[src/rtl/core/bmc_pkg.sv]
// Shared types and constants of the blocking message channel.
package bmc_pkg;

    localparam int TID_W = 8;
    localparam int CAP_W = 6;

    typedef enum logic {
        K_READ  = 1'b0,
        K_WRITE = 1'b1
    } t_kind;

    typedef enum logic [1:0] {
        ST_DONE  = 2'd0,
        ST_BLOCK = 2'd1,
        ST_FULL  = 2'd2
    } t_status;

    // classified operation header passed from the front to the back
    typedef struct packed {
        t_kind             kind;
        logic [TID_W-1:0]  thread_id;
    } t_tag;

    // control part of one result item
    typedef struct packed {
        t_status           status;
        logic              read_valid;
        logic              wake_valid;
        logic [TID_W-1:0]  wake_thread;
        logic              handoff_valid;
    } t_res_flags;

endpackage

[src/rtl/core/bmc_ram.sv]
// Generic single-port-write, single-port-read RAM with registered read data.
module bmc_ram #(
    parameter int WIDTH = 32,
    parameter int DEPTH = 64,
    localparam int AW = (DEPTH > 1) ? $clog2(DEPTH) : 1
) (
    input  logic                 i_clk,
    input  logic                 i_we,
    input  logic [AW-1:0]        i_waddr,
    input  logic [WIDTH-1:0]     i_wdata,
    input  logic                 i_re,
    input  logic [AW-1:0]        i_raddr,
    output logic [WIDTH-1:0]     o_rdata
);
    logic [WIDTH-1:0] r_mem [DEPTH];
    logic [WIDTH-1:0] r_rdata;

    always_ff @(posedge i_clk) begin
        if (i_we) begin
            r_mem[i_waddr] <= i_wdata;
        end
        if (i_re) begin
            r_rdata <= r_mem[i_raddr];
        end
    end

    assign o_rdata = r_rdata;

endmodule

[src/rtl/core/bmc_front.sv]
// Front stage: takes input items, classifies the operation and registers them.
module bmc_front #(
    parameter int DATA_WIDTH = 32
) (
    input  logic                          i_clk,
    input  logic                          i_rst_n,
    input  logic                          i_valid,
    output logic                          o_ready,
    input  logic                          i_kind,
    input  logic [bmc_pkg::TID_W-1:0]     i_tid,
    input  logic [DATA_WIDTH-1:0]         i_val,
    output logic                          o_valid,
    input  logic                          i_ready,
    output bmc_pkg::t_tag                 o_tag,
    output logic [DATA_WIDTH-1:0]         o_val
);
    import bmc_pkg::*;

    logic                  r_valid;
    t_tag                  r_tag;
    logic [DATA_WIDTH-1:0] r_val;
    t_tag                  n_tag;
    logic                  take;

    assign o_ready = !r_valid || i_ready;
    assign take    = i_valid && o_ready;

    always_comb begin
        n_tag.kind      = i_kind ? K_WRITE : K_READ;
        n_tag.thread_id = i_tid;
    end

    always_ff @(posedge i_clk) begin
        if (!i_rst_n) begin
            r_valid <= 1'b0;
        end else if (take) begin
            r_valid <= 1'b1;
        end else if (i_ready) begin
            r_valid <= 1'b0;
        end
        if (take) begin
            r_tag <= n_tag;
            r_val <= i_val;
        end
    end

    assign o_valid = r_valid;
    assign o_tag   = r_tag;
    assign o_val   = r_val;

endmodule

[src/rtl/core/bmc_queue.sv]
// Two-entry queue decoupling the front stage from the execution back end.
module bmc_queue #(
    parameter int WIDTH = 41
) (
    input  logic              i_clk,
    input  logic              i_rst_n,
    input  logic              i_valid,
    output logic              o_ready,
    input  logic [WIDTH-1:0]  i_data,
    output logic              o_valid,
    input  logic              i_ready,
    output logic [WIDTH-1:0]  o_data
);
    logic [WIDTH-1:0] r_mem [2];
    logic             r_wptr;
    logic             r_rptr;
    logic [1:0]       r_cnt;
    logic             push;
    logic             pop;

    assign o_ready = (r_cnt != 2'd2);
    assign o_valid = (r_cnt != 2'd0);
    assign o_data  = r_mem[r_rptr];
    assign push    = i_valid && o_ready;
    assign pop     = o_valid && i_ready;

    always_ff @(posedge i_clk) begin
        if (!i_rst_n) begin
            r_wptr <= 1'b0;
            r_rptr <= 1'b0;
            r_cnt  <= 2'd0;
        end else begin
            if (push) begin
                r_wptr <= !r_wptr;
            end
            if (pop) begin
                r_rptr <= !r_rptr;
            end
            if (push && !pop) begin
                r_cnt <= r_cnt + 2'd1;
            end else if (pop && !push) begin
                r_cnt <= r_cnt - 2'd1;
            end
        end
        if (push) begin
            r_mem[r_wptr] <= i_data;
        end
    end

endmodule

[src/rtl/core/bmc_back.sv]
// Back end: occupancy bookkeeping, message and waiter FIFOs, result register.
module bmc_back #(
    parameter int MSG_DEPTH  = 64,
    parameter int WAIT_DEPTH = 16,
    parameter int DATA_WIDTH = 32
) (
    input  logic                          i_clk,
    input  logic                          i_rst_n,
    input  logic                          i_cfg_valid,
    input  logic [bmc_pkg::CAP_W-1:0]     i_cfg_data,
    input  logic                          i_op_valid,
    output logic                          o_op_ready,
    input  bmc_pkg::t_tag                 i_op_tag,
    input  logic [DATA_WIDTH-1:0]         i_op_val,
    output logic                          o_res_valid,
    input  logic                          i_res_ready,
    output bmc_pkg::t_res_flags           o_res_flags,
    output logic [DATA_WIDTH-1:0]         o_res_read_data,
    output logic [DATA_WIDTH-1:0]         o_res_handoff_data
);
    import bmc_pkg::*;

    localparam int MAW  = (MSG_DEPTH > 1) ? $clog2(MSG_DEPTH) : 1;
    localparam int WAW  = (WAIT_DEPTH > 1) ? $clog2(WAIT_DEPTH) : 1;
    localparam int MCW  = $clog2(MSG_DEPTH + 1);
    localparam int WCW  = $clog2(WAIT_DEPTH + 1);
    localparam int MAXO = (MSG_DEPTH > WAIT_DEPTH) ? MSG_DEPTH : WAIT_DEPTH;
    localparam int OW   = $clog2(MAXO + 1) + 1;
    localparam int CW   = OW + 7;

    typedef enum logic {
        S_EXEC,
        S_RESP
    } t_state;

    t_state                  r_state, n_state;
    logic signed [OW-1:0]    r_occ, n_occ;
    logic [MAW-1:0]          r_mhead, n_mhead;
    logic [MCW-1:0]          r_mcnt, n_mcnt;
    logic [WAW-1:0]          r_whead, n_whead;
    logic [WCW-1:0]          r_wcnt, n_wcnt;
    logic [CAP_W-1:0]        r_cap, n_cap;
    logic                    r_res_valid, n_res_valid;
    t_res_flags              r_pend, n_pend;
    logic [DATA_WIDTH-1:0]   r_pend_hd, n_pend_hd;
    t_res_flags              r_res, n_res;
    logic [DATA_WIDTH-1:0]   r_res_rd, n_res_rd;
    logic [DATA_WIDTH-1:0]   r_res_hd, n_res_hd;

    logic                    m_we, m_re;
    logic [MAW-1:0]          m_tail;
    logic [DATA_WIDTH-1:0]   m_rdata;
    logic                    w_we, w_re;
    logic [WAW-1:0]          w_tail;
    logic [TID_W-1:0]        w_rdata;

    logic [MAW:0]            m_sum;
    logic [WAW:0]            w_sum;
    logic signed [CW-1:0]    occ_x, cap_x;
    logic                    occ_le0, occ_lt0, gt_cap, ge_cap;
    logic                    msg_full, wait_full, wait_any;
    logic                    op_go, out_free;

    // ring tails: head + count, wrapped once
    always_comb begin
        m_sum  = {1'b0, r_mhead} + (MAW+1)'(r_mcnt);
        w_sum  = {1'b0, r_whead} + (WAW+1)'(r_wcnt);
        m_tail = (m_sum >= (MAW+1)'(MSG_DEPTH)) ? MAW'(m_sum - (MAW+1)'(MSG_DEPTH))
                                                 : MAW'(m_sum);
        w_tail = (w_sum >= (WAW+1)'(WAIT_DEPTH)) ? WAW'(w_sum - (WAW+1)'(WAIT_DEPTH))
                                                  : WAW'(w_sum);
    end

    always_comb begin
        occ_x     = $signed({{7{r_occ[OW-1]}}, r_occ});
        cap_x     = $signed({{(OW+1){1'b0}}, r_cap});
        occ_lt0   = r_occ[OW-1];
        occ_le0   = occ_lt0 || (r_occ == '0);
        gt_cap    = occ_x > cap_x;
        ge_cap    = occ_x >= cap_x;
        msg_full  = (r_mcnt == MCW'(MSG_DEPTH));
        wait_full = (r_wcnt == WCW'(WAIT_DEPTH));
        wait_any  = (r_wcnt != '0);
        op_go     = (r_state == S_EXEC) && i_op_valid;
        out_free  = !r_res_valid || i_res_ready;
    end

    assign o_op_ready = (r_state == S_EXEC);

    always_comb begin
        n_state     = r_state;
        n_occ       = r_occ;
        n_mhead     = r_mhead;
        n_mcnt      = r_mcnt;
        n_whead     = r_whead;
        n_wcnt      = r_wcnt;
        n_cap       = r_cap;
        n_res_valid = r_res_valid;
        n_pend      = r_pend;
        n_pend_hd   = r_pend_hd;
        n_res       = r_res;
        n_res_rd    = r_res_rd;
        n_res_hd    = r_res_hd;
        m_we        = 1'b0;
        m_re        = 1'b0;
        w_we        = 1'b0;
        w_re        = 1'b0;

        if (i_cfg_valid) begin
            n_cap = i_cfg_data;
        end
        if (r_res_valid && i_res_ready) begin
            n_res_valid = 1'b0;
        end

        unique case (r_state)
            S_EXEC: begin
                if (op_go) begin
                    n_pend.status        = ST_DONE;
                    n_pend.read_valid    = 1'b0;
                    n_pend.wake_valid    = 1'b0;
                    n_pend.wake_thread   = '0;
                    n_pend.handoff_valid = 1'b0;
                    n_pend_hd            = '0;
                    n_state              = S_RESP;
                    if (i_op_tag.kind == K_READ) begin
                        if (occ_le0) begin
                            if (wait_full) begin
                                n_pend.status = ST_FULL;
                            end else begin
                                w_we          = 1'b1;
                                n_wcnt        = r_wcnt + WCW'(1);
                                n_occ         = r_occ - OW'(1);
                                n_pend.status = ST_BLOCK;
                            end
                        end else begin
                            m_re              = 1'b1;
                            n_mhead           = (r_mhead == MAW'(MSG_DEPTH - 1)) ? '0
                                                : r_mhead + MAW'(1);
                            n_mcnt            = r_mcnt - MCW'(1);
                            n_occ             = r_occ - OW'(1);
                            n_pend.read_valid = 1'b1;
                            // more than capacity buffered: a writer is parked
                            if (gt_cap && wait_any) begin
                                w_re              = 1'b1;
                                n_whead           = (r_whead == WAW'(WAIT_DEPTH - 1)) ? '0
                                                    : r_whead + WAW'(1);
                                n_wcnt            = r_wcnt - WCW'(1);
                                n_pend.wake_valid = 1'b1;
                            end
                        end
                    end else begin
                        if (occ_lt0) begin
                            if (wait_any) begin
                                w_re                 = 1'b1;
                                n_whead              = (r_whead == WAW'(WAIT_DEPTH - 1)) ? '0
                                                       : r_whead + WAW'(1);
                                n_wcnt               = r_wcnt - WCW'(1);
                                n_pend.wake_valid    = 1'b1;
                                n_pend.handoff_valid = 1'b1;
                                n_pend_hd            = i_op_val;
                            end
                            n_occ = r_occ + OW'(1);
                        end else if (msg_full || (ge_cap && wait_full)) begin
                            n_pend.status = ST_FULL;
                        end else begin
                            m_we   = 1'b1;
                            n_mcnt = r_mcnt + MCW'(1);
                            n_occ  = r_occ + OW'(1);
                            if (ge_cap) begin
                                w_we          = 1'b1;
                                n_wcnt        = r_wcnt + WCW'(1);
                                n_pend.status = ST_BLOCK;
                            end
                        end
                    end
                end
            end
            S_RESP: begin
                // RAM read data is held until the result register frees up
                if (out_free) begin
                    n_res_valid       = 1'b1;
                    n_res             = r_pend;
                    n_res.wake_thread = r_pend.wake_valid ? w_rdata : '0;
                    n_res_rd          = r_pend.read_valid ? m_rdata : '0;
                    n_res_hd          = r_pend_hd;
                    n_state           = S_EXEC;
                end
            end
            default: begin
                n_state = S_EXEC;
            end
        endcase
    end

    always_ff @(posedge i_clk) begin
        if (!i_rst_n) begin
            r_state     <= S_EXEC;
            r_occ       <= '0;
            r_mhead     <= '0;
            r_mcnt      <= '0;
            r_whead     <= '0;
            r_wcnt      <= '0;
            r_cap       <= '0;
            r_res_valid <= 1'b0;
        end else begin
            r_state     <= n_state;
            r_occ       <= n_occ;
            r_mhead     <= n_mhead;
            r_mcnt      <= n_mcnt;
            r_whead     <= n_whead;
            r_wcnt      <= n_wcnt;
            r_cap       <= n_cap;
            r_res_valid <= n_res_valid;
        end
        r_pend    <= n_pend;
        r_pend_hd <= n_pend_hd;
        r_res     <= n_res;
        r_res_rd  <= n_res_rd;
        r_res_hd  <= n_res_hd;
    end

    bmc_ram #(
        .WIDTH (DATA_WIDTH),
        .DEPTH (MSG_DEPTH)
    ) u_msg_ram (
        .i_clk   (i_clk),
        .i_we    (m_we),
        .i_waddr (m_tail),
        .i_wdata (i_op_val),
        .i_re    (m_re),
        .i_raddr (r_mhead),
        .o_rdata (m_rdata)
    );

    bmc_ram #(
        .WIDTH (TID_W),
        .DEPTH (WAIT_DEPTH)
    ) u_wait_ram (
        .i_clk   (i_clk),
        .i_we    (w_we),
        .i_waddr (w_tail),
        .i_wdata (i_op_tag.thread_id),
        .i_re    (w_re),
        .i_raddr (r_whead),
        .o_rdata (w_rdata)
    );

    assign o_res_valid        = r_res_valid;
    assign o_res_flags        = r_res;
    assign o_res_read_data    = r_res_rd;
    assign o_res_handoff_data = r_res_hd;

endmodule

[src/rtl/core/blocking_message_channel_unit.sv]
// Top level of the blocking message channel: front stage, queue and back end.
//
//  channel   direction  signals                        item contents (lowest bit first)
//  s_axis    in         tvalid tready tdata tuser      tuser: kind; tdata: thread_id, msg_value
//  m_axis    out        tvalid tready tdata            tdata: status, read_valid, read_data,
//                                                      wake_valid, wake_thread, handoff_valid,
//                                                      handoff_data
//  cfg       in         i_cfg_valid o_cfg_ready        i_cfg_data: capacity
//
//  Back end: S_EXEC decides and issues the FIFO RAM accesses, then S_RESP collects the
//  registered RAM read data into the result register; no new item is taken meanwhile.
//  An accepted item passes the front register, queue, S_EXEC and S_RESP to the result.
//  Reset (synchronous, active low) clears occupancy, FIFO pointers and capacity; no
//  clearing pass runs, the block takes items from the first cycle after reset.
//  A stalled output holds the back end; the two-entry queue and front register keep
//  taking items until they fill.
module blocking_message_channel_unit #(
    parameter int MSG_DEPTH  = 64,
    parameter int WAIT_DEPTH = 16,
    parameter int DATA_WIDTH = 32,
    localparam int IN_BITS  = bmc_pkg::TID_W + DATA_WIDTH,
    localparam int IN_W     = ((IN_BITS + 7) / 8) * 8,
    localparam int OUT_BITS = $bits(bmc_pkg::t_status) + 3 + bmc_pkg::TID_W + 2 * DATA_WIDTH,
    localparam int OUT_W    = ((OUT_BITS + 7) / 8) * 8
) (
    input  logic                          i_clk,
    input  logic                          i_rst_n,
    input  logic                          s_axis_tvalid,
    output logic                          s_axis_tready,
    input  logic [IN_W-1:0]               s_axis_tdata,   // thread_id, msg_value
    input  logic                          s_axis_tuser,   // kind
    output logic                          m_axis_tvalid,
    input  logic                          m_axis_tready,
    output logic [OUT_W-1:0]              m_axis_tdata,   // status, read_valid, read_data,
                                                          // wake_valid, wake_thread,
                                                          // handoff_valid, handoff_data
    input  logic                          i_cfg_valid,
    output logic                          o_cfg_ready,
    input  logic [bmc_pkg::CAP_W-1:0]     i_cfg_data
);
    import bmc_pkg::*;

    localparam int Q_W      = $bits(t_tag) + DATA_WIDTH;

    logic                   f_valid, f_ready;
    t_tag                   f_tag;
    logic [DATA_WIDTH-1:0]  f_val;
    logic                   q_valid, q_ready;
    logic [Q_W-1:0]         q_data;
    t_tag                   q_tag;
    logic [DATA_WIDTH-1:0]  q_val;
    t_res_flags             res_flags;
    logic [DATA_WIDTH-1:0]  res_rd, res_hd;

    bmc_front #(
        .DATA_WIDTH (DATA_WIDTH)
    ) u_front (
        .i_clk   (i_clk),
        .i_rst_n (i_rst_n),
        .i_valid (s_axis_tvalid),
        .o_ready (s_axis_tready),
        .i_kind  (s_axis_tuser),
        .i_tid   (s_axis_tdata[TID_W-1:0]),
        .i_val   (s_axis_tdata[TID_W +: DATA_WIDTH]),
        .o_valid (f_valid),
        .i_ready (f_ready),
        .o_tag   (f_tag),
        .o_val   (f_val)
    );

    bmc_queue #(
        .WIDTH (Q_W)
    ) u_queue (
        .i_clk   (i_clk),
        .i_rst_n (i_rst_n),
        .i_valid (f_valid),
        .o_ready (f_ready),
        .i_data  ({f_val, f_tag}),
        .o_valid (q_valid),
        .i_ready (q_ready),
        .o_data  (q_data)
    );

    assign q_tag = t_tag'(q_data[$bits(t_tag)-1:0]);
    assign q_val = q_data[$bits(t_tag) +: DATA_WIDTH];

    bmc_back #(
        .MSG_DEPTH  (MSG_DEPTH),
        .WAIT_DEPTH (WAIT_DEPTH),
        .DATA_WIDTH (DATA_WIDTH)
    ) u_back (
        .i_clk              (i_clk),
        .i_rst_n            (i_rst_n),
        .i_cfg_valid        (i_cfg_valid),
        .i_cfg_data         (i_cfg_data),
        .i_op_valid         (q_valid),
        .o_op_ready         (q_ready),
        .i_op_tag           (q_tag),
        .i_op_val           (q_val),
        .o_res_valid        (m_axis_tvalid),
        .i_res_ready        (m_axis_tready),
        .o_res_flags        (res_flags),
        .o_res_read_data    (res_rd),
        .o_res_handoff_data (res_hd)
    );

    assign m_axis_tdata = OUT_W'({res_hd, res_flags.handoff_valid, res_flags.wake_thread,
                                  res_flags.wake_valid, res_rd, res_flags.read_valid,
                                  res_flags.status});
    assign o_cfg_ready  = 1'b1;

endmodule

[config.mk]
export PLATFORM = sky130hd
export DESIGN_NAME = blocking_message_channel_unit
export DESIGN_NICKNAME = d
export VERILOG_FILES = /design/src/rtl/core/bmc_pkg.sv /design/src/rtl/core/bmc_ram.sv /design/src/rtl/core/bmc_front.sv /design/src/rtl/core/bmc_queue.sv /design/src/rtl/core/bmc_back.sv /design/src/rtl/core/blocking_message_channel_unit.sv
export SDC_FILE = /design/constraint.sdc
export NUM_CORES = 2
export LEC_CHECK = 0
export BUFFER_PORTS_ARGS = -buffer_cell sky130_fd_sc_hd__clkbuf_2
export CORE_ASPECT_RATIO = 1.25
export CORE_MARGIN = 4
export CORE_UTILIZATION = 60
export CTS_BUF_LIST = sky130_fd_sc_hd__clkbuf_8
export DETAILED_ROUTE_END_ITERATION = 7
export PLACE_DENSITY = 0.86
export REMOVE_ABC_BUFFERS = 1
export SLEW_MARGIN = 40
export SYNTH_ARGS = -nofsm -noshare
export SYNTH_HDL_FRONTEND = slang
export SYNTH_HIERARCHICAL = 1
export SYNTH_SLANG_ARGS = --single-unit
[constraint.sdc]
create_clock -name i_clk -period 7.28 [get_ports i_clk]
set_clock_uncertainty 0.2 [all_clocks]
set_input_delay 0.364 -clock i_clk [delete_from_list [all_inputs] [get_ports i_clk]]
set_output_delay 0.364 -clock i_clk [all_outputs]
set_load 0.01 [all_outputs]
==> flow_summary.toml <==
[outcome]
status = "complete, no violations"

[floorplan]
fp.dieW_um = 366
start_util_pct = 60.6
ioPinCount = 135
die-area_um2 = 166000
rows = 163
core_um2 = 158000
fp.dieH_um = 455

[power]
pwr-share-comb_pct = 20.1
clock_power_share_pct = 29.1
power.internal_uw = 24900
power.share.sequential_pct = 50.8
p_leak_uw = 0.0340
power_uw = 35300
pwr_density_cell_nw_per_um2 = 327
swShare_pct = 29.6
ir_drop_mv = 0.412
p_sw_uw = 10400

[worst_setup_path]
cp_slowest_stage_delay_ps = 660
cp_cell_sequence = "ha_1 -> a211oi_2 -> nor2_1 -> a21oi_2 -> and2_1 -> and3_1 -> nor2b_1 -> nand2_2 -> nor2_4 -> buf_8"
reg2reg_depth = 10
cp.depth = 10
cp_top_family = "simple AND/OR/NAND/NOR gates"
cp.arrival_ps = 5460
critical_path.max_fanout = 17
setup.worst_path.class = "flop to flop"
endpoint_kind = "flop"
critPathBufInv = 1
cp_data_required_time_ps = 7760
worst_path_max_delay_cell = "nor2_4"
startpoint_type = "flop"

[route]
drt-total-wl_mm = 265
num_vias = 52300
vias_per_cell = 7.11
drc = 0
drt-initial-drc-count = 9149
dr.pass1.iters = 6
post_drt_wl_per_cell_um = 36.1
drtAntennaViolNets = 0

[global_routing]
grt_pass1_vias = 52400
grt_util_all_layers_pct = 31.7
gr-total-overflow = 0
grt_pass1_wl_mm = 376
antenna_found_initial = 24
grt_max_degree = 111

[place]
place.gp.congestion = 0.885
io_buffers = 130
dp_hpwl_mm = 150

[layout]
final_common_cell = "edfxtp_1"
nNetsFinal = 5099
final_util_pct = 68.2
final_cell_mix = "2453 x edfxtp_1, 466 x mux4_2, 374 x clkbuf_8"
drive_above_1_share_pct = 26.5
area.growth.synth_to_final_pct = 12.7

[yosys]
synth_seq_cells = 2497
synth_area_um2 = 96000
syn_inst = 4496
synth_top_area_share_pct = 76.7
synth_area_per_cell_um2 = 21.3
netlist_top_cells_area = "edfxtp_1 77%, mux4_2 11%, mux2i_1 1.9%, a22oi_1 1.1%, dfxtp_1 0.92%"
yosysSeqAreaShare_pct = 77.7
yosys_most_used_dff = "edfxtp_1"
synth_cell_type_count = 97
synth_top_area_cell = "edfxtp_1"
synth_edf_count = 2453
yosys_warnings = 6
async_flop_share_pct = 0

[timing]
fin_crit_sh_pct = 68.4
whs_ps = 135
fin_setup_tns_ps = 0
hold_viol = 0
report.final.slew_viol_count = 0
finalSetupViolCount = 0
worstMarginPinSlew_ps = 976
rsz0062_at_grt = "no"
max_freq_mhz = 201
relSlewSlack_pct = 34.6
final.min_clock_period_ps = 4980

[clock_tree]
cts_buffer_depth = 4
cts_root_buffer = "clkbuf_8"
cts_tree = "done"
cts_max_level = 5
cts_buffers = 360
clk-insertion-delay-late_ps = 1070
clkTransAtPathRegs_ps = 70
postCtsSetupBuffers = 0
cts_sinks = 2497

[flow_run]
max_cap_viol_count = 0

[min_path]
hold-path-cell-count = 4
worstHoldPathType = "input port to flop"
[through the flow]
stage	cells	cell area, µm²	setup slack, ps
floorplan	4261	94500	-19220
global placement	6550	99200	2450
detailed placement	6604	100000	2490
CTS	7332	108000	2250
global route	7343	108000	2230
finish	7352	108000	2300
[sequential cells by signal, summed over array words and instances (netlist names), 2 cells and up, named ones only]
| signal | count |
|---|---|
| u_back/u_msg_ram/r_mem | 2048 |
| u_back/u_wait_ram/r_mem | 128 |
| u_queue/r_mem | 82 |
| u_back/o_res_handoff_data | 32 |
| u_back/o_res_read_data | 32 |
| u_back/r_pend_hd | 32 |
| u_back/u_msg_ram/o_rdata | 32 |
| u_front/o_val | 32 |
| u_back/o_res_flags | 13 |
| u_front/o_tag | 9 |
| u_back/r_occ | 8 |
| u_back/u_wait_ram/o_rdata | 8 |
| u_back/r_mcnt | 7 |
| u_back/r_cap | 6 |
| u_back/r_mhead | 6 |
| u_back/r_pend | 5 |
| u_back/r_wcnt | 5 |
| u_back/r_whead | 4 |
| u_queue/r_cnt | 2 |
[power groups by stage]
stage                     registers, µW  clock network [µW]  logic (µW)
final                             17900               10300        7120
after detailed placement          18200                   0        6720
after global routing              18000               11100        7370
after CTS                         17900               10200        6840
after global placement            18200                   0        6320
after floorplan                   18400                   0        3930
[synthesized netlist by cell type (17+ instances only)]
library cell,number
a21oi_1,72
a221oi_1,19
a22oi_1,138
a31oi_1,29
and2_1,97
buf_2,70
buf_4,45
buf_6,31
clkbuf_1,73
dfxtp_1,44
edfxtp_1,2453
ha_1,27
inv_1,31
mux2_2,64
mux2i_1,178
mux4_2,466
nand2_1,80
nand2b_1,17
nand3_1,58
nor2_1,125
nor2b_1,20
nor3_1,18
o21ai_0,42
o221ai_1,17
o22ai_1,40
[metal layers]
metal  vias to the layer above  track usage, %  routed length (µm)
met4                        18            21.1               22000
met5                         -               0                 162
li1                      19800               -                   -
met1                     26000            38.7               80600
met3                      1099            8.37               35100
met2                      5389            50.5              127000
[worst min-delay path: cells and delay by family]
family	cells	cell delay (ps)
mux	1	100
simple gates	1	90
buf+inv	2	780
[layout make-up]
type | instances | area (µm²)
antenna | 14 | 35.0
clock buffer | 374 | 5150
clock inverter | 247 | 1230
fill | 8436 | 50300
inverter | 32 | 120
multi-input combinational | 1732 | 20700
sequential | 2497 | 74600
tap | 2062 | 2580
timing repair buffer | 394 | 3740
[cell families after synthesis]
family	share of synthesized area [%]
flops	77.7
compound gates	3.39
fa+ha+maj	0.415
mux	14.0
other cells	0.00782
xor+xnor	0.228
buf+inv	1.64
simple gates	2.70
[timing repair]
item,4_1_cts,5_1_grt
resized for setup,0,0
hold endpoints to repair,138,0
hold buffers,107,0
[path summary, 6_finish.rpt]
kind                       startpoint                            end  slack, ps
hold / removal            i_cfg_valid                u_back/r_cap[3]        130
setup / recovery      u_back/r_occ[5]  u_back/u_msg_ram/r_mem[2][26]       2300
hold reg to reg   u_back/r_pend_hd[6]   u_back/o_res_handoff_data[6]        210
setup reg to reg      u_back/r_occ[5]  u_back/u_msg_ram/r_mem[2][26]       2300
Power figures use the tool's default switching activity.
